**src/rtl/sha512_pkg.sv**
```systemverilog
// ----------------------------------------------------------------------------
// sha512_pkg
// Shared types, constants and helper functions of the SHA-512 hash unit.
// ----------------------------------------------------------------------------
package sha512_pkg;

	localparam int unsigned RoundCount = 80;
	localparam int unsigned DigestWords = 8;

	typedef logic [63:0] word_t;

	typedef struct packed {
		logic load_byte;   // pack one byte into the block
		logic pad_start;   // mark end of message, place 0x80
		logic pad_clear;   // zero the block (second pad block)
		logic pad_length;  // write bit length into words 14, 15
		logic comp_start;  // copy chain into working vars
		logic comp_round;  // run one round
		logic comp_finish; // add working vars into chain
		logic out_reset;   // reload initial state
	} dp_cmd_t;

	typedef struct packed {
		logic block_full; // byte position wrapped to zero
		logic had_room;   // tail below 112 bytes
		logic last_round; // round counter at 79
	} dp_stat_t;

	function automatic word_t rotr(input word_t x, input int unsigned n);
		rotr = (x >> n) | (x << (64 - n));
	endfunction

	function automatic word_t init_hash(input logic [2:0] i);
		case (i)
			3'd0: init_hash = 64'h6a09e667f3bcc908;
			3'd1: init_hash = 64'hbb67ae8584caa73b;
			3'd2: init_hash = 64'h3c6ef372fe94f82b;
			3'd3: init_hash = 64'ha54ff53a5f1d36f1;
			3'd4: init_hash = 64'h510e527fade682d1;
			3'd5: init_hash = 64'h9b05688c2b3e6c1f;
			3'd6: init_hash = 64'h1f83d9abfb41bd6b;
			default: init_hash = 64'h5be0cd19137e2179;
		endcase
	endfunction

	localparam word_t RoundConst [RoundCount] = '{
		64'h428a2f98d728ae22, 64'h7137449123ef65cd, 64'hb5c0fbcfec4d3b2f, 64'he9b5dba58189dbbc,
		64'h3956c25bf348b538, 64'h59f111f1b605d019, 64'h923f82a4af194f9b, 64'hab1c5ed5da6d8118,
		64'hd807aa98a3030242, 64'h12835b0145706fbe, 64'h243185be4ee4b28c, 64'h550c7dc3d5ffb4e2,
		64'h72be5d74f27b896f, 64'h80deb1fe3b1696b1, 64'h9bdc06a725c71235, 64'hc19bf174cf692694,
		64'he49b69c19ef14ad2, 64'hefbe4786384f25e3, 64'h0fc19dc68b8cd5b5, 64'h240ca1cc77ac9c65,
		64'h2de92c6f592b0275, 64'h4a7484aa6ea6e483, 64'h5cb0a9dcbd41fbd4, 64'h76f988da831153b5,
		64'h983e5152ee66dfab, 64'ha831c66d2db43210, 64'hb00327c898fb213f, 64'hbf597fc7beef0ee4,
		64'hc6e00bf33da88fc2, 64'hd5a79147930aa725, 64'h06ca6351e003826f, 64'h142929670a0e6e70,
		64'h27b70a8546d22ffc, 64'h2e1b21385c26c926, 64'h4d2c6dfc5ac42aed, 64'h53380d139d95b3df,
		64'h650a73548baf63de, 64'h766a0abb3c77b2a8, 64'h81c2c92e47edaee6, 64'h92722c851482353b,
		64'ha2bfe8a14cf10364, 64'ha81a664bbc423001, 64'hc24b8b70d0f89791, 64'hc76c51a30654be30,
		64'hd192e819d6ef5218, 64'hd69906245565a910, 64'hf40e35855771202a, 64'h106aa07032bbd1b8,
		64'h19a4c116b8d2d0c8, 64'h1e376c085141ab53, 64'h2748774cdf8eeb99, 64'h34b0bcb5e19b48a8,
		64'h391c0cb3c5c95a63, 64'h4ed8aa4ae3418acb, 64'h5b9cca4f7763e373, 64'h682e6ff3d6b2b8a3,
		64'h748f82ee5defb2fc, 64'h78a5636f43172f60, 64'h84c87814a1f0ab72, 64'h8cc702081a6439ec,
		64'h90befffa23631e28, 64'ha4506cebde82bde9, 64'hbef9a3f7b2c67915, 64'hc67178f2e372532b,
		64'hca273eceea26619c, 64'hd186b8c721c0c207, 64'heada7dd6cde0eb1e, 64'hf57d4f7fee6ed178,
		64'h06f067aa72176fba, 64'h0a637dc5a2c898a6, 64'h113f9804bef90dae, 64'h1b710b35131c471b,
		64'h28db77f523047d84, 64'h32caab7b40c72493, 64'h3c9ebe0a15c9bebc, 64'h431d67c49c100d4c,
		64'h4cc5d4becb3e42b6, 64'h597f299cfc657e2a, 64'h5fcb6fab3ad6faec, 64'h6c44198c4a475817
	};

endpackage

```
**src/rtl/sha512_if.sv**
```systemverilog
// ----------------------------------------------------------------------------
// sha512_in_if / sha512_out_if
// Valid/ready channels carrying message bytes and digest words.
// ----------------------------------------------------------------------------
interface sha512_in_if;
	logic       valid;
	logic       ready;
	logic [7:0] data_byte;
	logic       byte_valid;
	logic       end_of_message;
	modport source (output valid, data_byte, byte_valid, end_of_message, input ready);
	modport sink (input valid, data_byte, byte_valid, end_of_message, output ready);
endinterface


```
**src/rtl/sha512_ctrl.sv**
```systemverilog
// ----------------------------------------------------------------------------
// sha512_ctrl
// Sequencer: byte intake, padding, compression rounds and digest output.
// ----------------------------------------------------------------------------
module sha512_ctrl (
	input  logic                 clk,
	input  logic                 arst_n,
	sha512_in_if.sink            in_ch,
	input  logic                 out_ready,
	output logic                 out_valid,
	output logic [2:0]           out_sel,
	input  sha512_pkg::dp_stat_t stat,
	output sha512_pkg::dp_cmd_t  cmd
);

	typedef enum logic [6:0] {
		ST_IDLE  = 7'b0000001,
		ST_CHECK = 7'b0000010,
		ST_PAD   = 7'b0000100,
		ST_START = 7'b0001000,
		ST_ROUND = 7'b0010000,
		ST_ADD   = 7'b0100000,
		ST_OUT   = 7'b1000000
	} state_t;

	state_t     state_q;
	logic       eom_q;  // padding still owed after this compression
	logic       fin_q;  // compression is the final one
	logic       two_q;  // a second, zero pad block follows
	logic [2:0] idx_q;
	logic       acc;
	logic       was_byte_q;

	assign in_ch.ready = (state_q == ST_IDLE);
	assign acc         = in_ch.valid && in_ch.ready;
	assign out_valid   = (state_q == ST_OUT);
	assign out_sel     = idx_q;

	always_comb begin
		cmd = '0;
		cmd.load_byte   = acc && in_ch.byte_valid;
		cmd.pad_start   = (state_q == ST_PAD) && !two_q;
		cmd.pad_clear   = (state_q == ST_PAD) && two_q;
		cmd.pad_length  = (state_q == ST_PAD) && (two_q || stat.had_room);
		cmd.comp_start  = (state_q == ST_START);
		cmd.comp_round  = (state_q == ST_ROUND);
		cmd.comp_finish = (state_q == ST_ADD);
		cmd.out_reset   = out_valid && out_ready && (idx_q == 3'd7);
	end

	always_ff @(posedge clk or negedge arst_n) begin
		if (!arst_n) begin
			state_q <= ST_IDLE;
			eom_q   <= 1'b0;
			fin_q   <= 1'b0;
			two_q   <= 1'b0;
			idx_q   <= '0;
		end else begin
			case (state_q)
				ST_IDLE: begin
					if (acc) begin
						eom_q   <= in_ch.end_of_message;
						state_q <= ST_CHECK;
					end
				end
				ST_CHECK: begin
					if (stat.block_full && was_byte_q) begin
						state_q <= ST_START;
					end else if (eom_q) begin
						state_q <= ST_PAD;
					end else begin
						state_q <= ST_IDLE;
					end
				end
				ST_PAD: begin
					fin_q   <= two_q || stat.had_room;
					state_q <= ST_START;
				end
				ST_START: state_q <= ST_ROUND;
				ST_ROUND: if (stat.last_round) state_q <= ST_ADD;
				ST_ADD: begin
					if (fin_q) begin
						idx_q   <= '0;
						state_q <= ST_OUT;
					end else if (eom_q) begin
						two_q   <= !stat.block_full;
						state_q <= ST_PAD;
					end else begin
						state_q <= ST_IDLE;
					end
				end
				ST_OUT: begin
					if (out_ready) begin
						idx_q <= idx_q + 3'd1;
						if (idx_q == 3'd7) begin
							eom_q   <= 1'b0;
							fin_q   <= 1'b0;
							two_q   <= 1'b0;
							state_q <= ST_IDLE;
						end
					end
				end
				default: state_q <= ST_IDLE;
			endcase
		end
	end

	// Note whether the accepted request carried a byte.
	always_ff @(posedge clk or negedge arst_n) begin
		if (!arst_n) begin
			was_byte_q <= 1'b0;
		end else begin
			if (acc) was_byte_q <= in_ch.byte_valid;
		end
	end

	chk_busy: assert property (@(posedge clk) disable iff (!arst_n)
		out_valid |-> !in_ch.ready)
		else $error("input taken while digest pending");
	chk_round: assert property (@(posedge clk) disable iff (!arst_n)
		(state_q == ST_ROUND) && stat.last_round |=> (state_q == ST_ADD))
		else $error("round loop overrun");
	chk_idx: assert property (@(posedge clk) disable iff (!arst_n)
		(state_q == ST_IDLE) |-> (idx_q == 3'd0))
		else $error("word index not cleared");

endmodule
```
**src/flat_wrapper.sv**
```systemverilog
// flat-port wrapper written by rule: the top's interface ports become plain ports
module sha512_ctrl_flat 
  (clk, arst_n, out_ready, out_valid, out_sel, stat, cmd, in_ch_valid, in_ch_data_byte, in_ch_byte_valid, in_ch_end_of_message, in_ch_ready);
  sha512_in_if in_ch_i ();
  input  logic clk;
  input  logic arst_n;
  input  logic out_ready;
  output logic out_valid;
  output logic [2:0] out_sel;
  input  sha512_pkg::dp_stat_t stat;
  output sha512_pkg::dp_cmd_t cmd;
  input wire logic [$bits(in_ch_i.valid)-1:0] in_ch_valid;
  input wire logic [$bits(in_ch_i.data_byte)-1:0] in_ch_data_byte;
  input wire logic [$bits(in_ch_i.byte_valid)-1:0] in_ch_byte_valid;
  input wire logic [$bits(in_ch_i.end_of_message)-1:0] in_ch_end_of_message;
  output wire logic [$bits(in_ch_i.ready)-1:0] in_ch_ready;
  assign in_ch_i.valid = in_ch_valid;
  assign in_ch_i.data_byte = in_ch_data_byte;
  assign in_ch_i.byte_valid = in_ch_byte_valid;
  assign in_ch_i.end_of_message = in_ch_end_of_message;
  assign in_ch_ready = in_ch_i.ready;
  sha512_ctrl u_core (.clk(clk), .arst_n(arst_n), .in_ch(in_ch_i), .out_ready(out_ready), .out_valid(out_valid), .out_sel(out_sel), .stat(stat), .cmd(cmd));
endmodule
```
**config.mk**
```make
export PLATFORM = sky130hd
export DESIGN_NAME = sha512_ctrl_flat
export DESIGN_NICKNAME = d
export VERILOG_FILES = /design/src/rtl/sha512_pkg.sv /design/src/rtl/sha512_if.sv /design/src/rtl/sha512_ctrl.sv /design/src/flat_wrapper.sv
export SDC_FILE = /design/constraint.sdc
export NUM_CORES = 1
export LEC_CHECK = 0
export CAP_MARGIN = 20
export CORE_MARGIN = 2
export CORE_UTILIZATION = 40
export CTS_CLUSTER_DIAMETER = 30
export DETAILED_ROUTE_END_ITERATION = 10
export DONT_BUFFER_PORTS = 1
export PLACE_DENSITY = 0.63
export RECOVER_POWER = 50
export SETUP_SLACK_MARGIN = 0.02
export SLEW_MARGIN = 10
export SYNTH_ARGS = -nofsm -noshare
export SYNTH_HDL_FRONTEND = slang
export SYNTH_SLANG_ARGS = --single-unit
export TNS_END_PERCENT = 10
```
**constraint.sdc**
```tcl
create_clock -name clk -period 3 [get_ports clk]
set_clock_uncertainty 0.1 [all_clocks]
set_input_delay 0.15 -clock clk [delete_from_list [all_inputs] [get_ports clk]]
set_output_delay 0.15 -clock clk [all_outputs]
set_load 0.02 [all_outputs]
```
### Word-level counts from Yosys, hierarchy flattened

Cells that the tools add are included.

* register bits: 14
* latch bits: 0
* bits in writable memories: 0
* memory bits (read-only): 0
* bits of input ports: 17
* output and inout port bits: 13
* word-level logic and storage cells: 60
* memories: 0

* add/sub/neg operators: 1
* multipliers: 0
* div/mod/pow operators: 0
* $lt $le $gt $ge: 0
* equal/unequal tests: 15
* shifts and indexed selects: 0
* mux-type cells: 19
* bitwise operators: 0
* reductions and logical operators: 19

Operators with widths (number)
* case mux 7 bit (7 select lines): 1
* two-way mux 7 bit: 6
* != test 2 bit (second input constant): 5
* two-way mux 3 bit: 3
* logical AND 1 bit: 8
* AND reduction 4 bit: 2
* == test 7 x 1 -> 1 bit (second input constant): 1
* == test 7 x 2 -> 1 bit (second input constant): 1
* == test 7 x 3 -> 1 bit (second input constant): 1
* == test 7 x 4 -> 1 bit (second input constant): 1
* == test 7 x 5 -> 1 bit (second input constant): 1
* == test 7 x 6 -> 1 bit (second input constant): 1
* == test 7 bit (second input constant): 1
* case mux 1 bit (2 select lines): 3
* case mux 3 bit (2 select lines): 1
* AND reduction 3 bit: 2
* nonzero test 2 bit: 3
* two-way mux 1 bit: 5
* AND reduction 5 bit: 1
* != test 2 x 1 -> 1 bit (second input constant): 2
* adder 3 x 1 -> 3 bit (second input constant): 1
* == test 3 bit (second input constant): 1
* zero test 1 bit: 2
* logical OR 1 bit: 1

### Longest topological paths before layout

* word-level depth: 4
* depth in mapped cells: 7

### Least setup slack after synthesis

No wires, ideal clock.

* path kind: flip-flop to flip-flop
* from: register u_core.state_q[1]
* to: register u_core.fin_q
* arrival time: 2292 ps
* required time: 2780 ps
* slack: 488 ps
* cell stages (with the launch flop): 6
* path buffers: 1
* path through: dfrtp_1 buf_6 or4_4 nor4b_2 nand3_1 a31o_2

* word-level cells in the longest chain between the ends: 3
* elaborated cells on any way between the ends: 7

RTL lines
* from (decl): RTL line sha512_ctrl.sv:26 `state_t state_q;`
* from (signal assigned): RTL line sha512_ctrl.sv:53 `state_q <= ST_IDLE;`
* from (signal assigned): RTL line sha512_ctrl.sv:63 `state_q <= ST_CHECK;`
* from (signal assigned): RTL line sha512_ctrl.sv:68 `state_q <= ST_START;`
* == test 7 bit (*)
* via out_valid: RTL line flat_wrapper.sv:8 `output logic out_valid;`
* != test 2 bit (no source line) or nonzero test 2 bit (tied branches)
* AND reduction 3 bit (no source line)
* to (signal assigned): RTL line sha512_ctrl.sv:76 `fin_q <= two_q || stat.had_room;`
* to (decl): RTL line sha512_ctrl.sv:28 `logic fin_q;`

The timed path passes the listed nets; every way through them passes the cells marked *.
A chain may end at the register's enable or synchronous reset.

==> flow_metrics.py <==
metrics = {
    "synthesis": {
        "synth_cell_types": 39,
        "synthCells": 91,
        "synth_compound_area_frac": 0.162,
        "synthTopCellsByArea": "dfrtp_1, nor2_1, o21ai_0, nand2_1, dfstp_2",
        "avgSynthCellArea_um2": 9.18,
        "yosys_warnings": 0,
        "synth_fa_ha_area_frac": 0.0434,
        "synth_xor_xnor_area_share": 0.0105,
        "synth_seq_cells": 14,
        "ys_top_cells_by_count": "dfrtp_1, nor2_1, nand2_1",
        "synth_top_cell_area_share": 0.389,
        "synth_area_um2": 836,
        "synth_ff_type": "dfrtp_1",
        "synth_edf_count": 0,
        "yosysTopAreaCell": "dfrtp_1",
        "async_flop_share": 1.00,
        "synth_top_family_by_area": "simple AND/OR/NAND/NOR gates",
        "yosys.area_share.simple": 0.280,
        "synth.mux.area_fraction": 0.0299,
        "syn_nets": 110,
        "yosysMostFrequentCell": "dfrtp_1",
        "ys_seq_area_frac": 0.421,
    },
    "floorplan": {
        "pin_count": 30,
        "die_x_um": 49.7,
        "core_area_um2": 1960,
        "start_util": 0.426,
        "die_height_um": 49.7,
        "num_rows": 16,
        "dieArea_um2": 2470,
    },
    "worst_setup_path": {
        "critPathKind": "flip-flop to primary output",
        "crit_path_start_kind": "flip-flop",
        "worstPathMaxFanout": 9,
        "cp_slowest_cell": "or4_4",
        "slowest_delay_ns": 0.60,
        "cpLargestDelayFamily": "simple AND/OR/NAND/NOR gates",
        "required_ns": 2.75,
        "worst-path-buf-inv": 0,
        "end_kind": "primary output",
        "crit_chain": "or4_4 -> or3b_2 -> nor2_1",
        "worstPathArrival_ns": 2.27,
    },
    "cts": {
        "postCtsSetupBuffers": 0,
        "h-tree-depth": 1,
        "cts_resized": 0,
        "cts_sinks": 14,
        "clock_latency_ns": 0.29,
        "clkTransAtPathRegs_ns": 0.09,
        "cts_buffer_depth": 2,
        "cts_buffers": 3,
        "cts_tree": "yes",
        "cts_root_buffer": "clkbuf_4",
    },
    "global_routing": {
        "overflow": 0,
        "grt_pass1_wl_um": 2970,
        "track_usage": 0.159,
        "grt_max_degree": 15,
        "grt_antenna_before_repair": 0,
        "first_global_vias": 632,
    },
    "finish": {
        "drive_gt1_frac": 0.133,
        "syn_to_final_growth_pct": 14.1,
        "antenna_cells": 0,
        "nFillCells": 202,
        "final_area_um2": 953,
        "nets": 118,
    },
    "detailed_routing": {
        "drtIter0Drc": 9,
        "wl_um": 1770,
        "viasPerCell": 5.55,
        "ant_nets": 0,
        "drt_first_pass_iters": 4,
        "drt-wirelength-per-cell_um": 14.2,
        "vias": 694,
        "drc": 0,
    },
    "sta": {
        "setup_viol": 0,
        "max_slew_margin": 0.562,
        "final_hold_viol_count": 0,
        "rsz0062_at_grt": "no",
        "slew_viol_final": 0,
        "fmax_ghz": 0.396,
        "tightest_slew_ns": 0.655,
        "timing.setup.tns_ns": 0,
        "whs_ns": 0.0946,
        "layout_min_cycle_time_ns": 2.52,
        "setup_slack_ns": 0.476,
        "finalCritPeriodShare": 0.841,
    },
    "job": {
        "drv_cap": 0,
    },
    "hold_path": {
        "hold_path.class": "input port to flip-flop",
    },
    "place": {
        "pre_cts_slack_ns": 0.659,
        "placed_cell_area_um2": 847,
        "detailed_place_hpwl_um": 1300,
        "place_congestion": 0.774,
        "io_buffers": 0,
    },
    "power_and_ir_drop": {
        "powerDensity_nw_per_um2": 753,
        "ir_worst_vdd_v": 0.000390,
        "leakagePower_nw": 0.460,
    },
    "outcome": {
        "status": "completed",
    },
}
-- area by class of cell --
class	instances	area (um^2)	area share
well taps	27	33.8	0.0354
flip-flops and latches	14	352	0.369
repair buffers	8	77.6	0.0814
clock buffers	4	36.3	0.0381
multi-input cells	68	439	0.461
inverters	4	15.0	0.0157
-- worst paths after layout --
check	slack [ns]	endpoint	depth (start not counted)	startpoint
worst min-delay path	0.09	u_core.two_q	3	out_ready
max in group asynchronous	2.16	u_core.state_q[1]	1	arst_n
worst min register to register	0.45	u_core.was_byte_q	1	u_core.was_byte_q
worst max-delay path	0.48	cmd[1]	3	u_core.state_q[1]
worst max register to register	0.64	u_core.state_q[6]	4	u_core.state_q[1]
min in group asynchronous	0.22	u_core.state_q[5]	1	arst_n
-- tightest hold or removal path, stage by stage --
cell and delay [ns]:
nand3_1 0.13, nand2_1 0.10, mux2i_1 0.06
-- placed cells by master, fill, tap and decap left out, types with 2 or more instances in the layout --
cell type       n
dfrtp_1        13
nor2_1         12
nand2_1         9
o21ai_0         7
dlygate4sd3_1   7
nor3_1          4
inv_1           4
nand3_1         3
clkbuf_4        3
a32o_1          2
a21o_1          2
a21oi_1         2
nand2b_1        2
ha_1            2
-- metal layers --
layer | GRT usage | up-vias | wire length [um]
li1 | - | 343 | -
met1 | 0.218 | 328 | 807
met2 | 0.231 | 23 | 798
met3 | 0.0727 | 0 | 167
met4 | 0.0278 | 0 | 0
met5 | 0 | - | 0
-- per-stage QoR --
step | util | total power [W] | cells
3_3_place_gp | 0.432 | 0.000555 | 114
2_1_floorplan | - | 0.000538 | 91
5_1_grt | 0.486 | 0.000766 | 125
3_5_place_dp | 0.432 | 0.000564 | 114
4_1_cts | 0.486 | 0.000722 | 125
6_report | 0.486 | 0.000718 | 125
-- cell families (layout without fill, tap and decap cells) --
logic type | count (synthesis) | after routing
AO/OA/AOI/OAI | 20 | 20
XOR/XNOR | 1 | 1
adder cells (fa/ha/maj) | 3 | 3
buffers and inverters | 9 | 16
flip-flops | 14 | 14
multiplexers | 2 | 2
AND/OR/NAND/NOR | 42 | 42
-- timing repair --
item	CTS	global route
endpoints found under the hold margin	26	0
hold buffers	7	0
setup endpoints to repair	0	0
-- power breakdown --
group | internal (W) | switching [W] | total, W | leakage (nW)
Combinational | 0.000134 | 0.000129 | 0.000263 | 0.257
Clock | 0.0000739 | 0.0000691 | 0.000143 | 0.0210
Sequential | 0.000237 | 0.0000751 | 0.000313 | 0.182
Total | 0.000445 | 0.000273 | 0.000718 | 0.460
-- sequential cells by signal (all words and copies together), names as in the netlist --
signal	count
u_core.state_q	7
u_core.fin_q	1
u_core.two_q	1
u_core.eom_q	1
u_core.was_byte_q	1
u_core.out_sel	3
No activity file was read; power rests on OpenSTA's default activity.
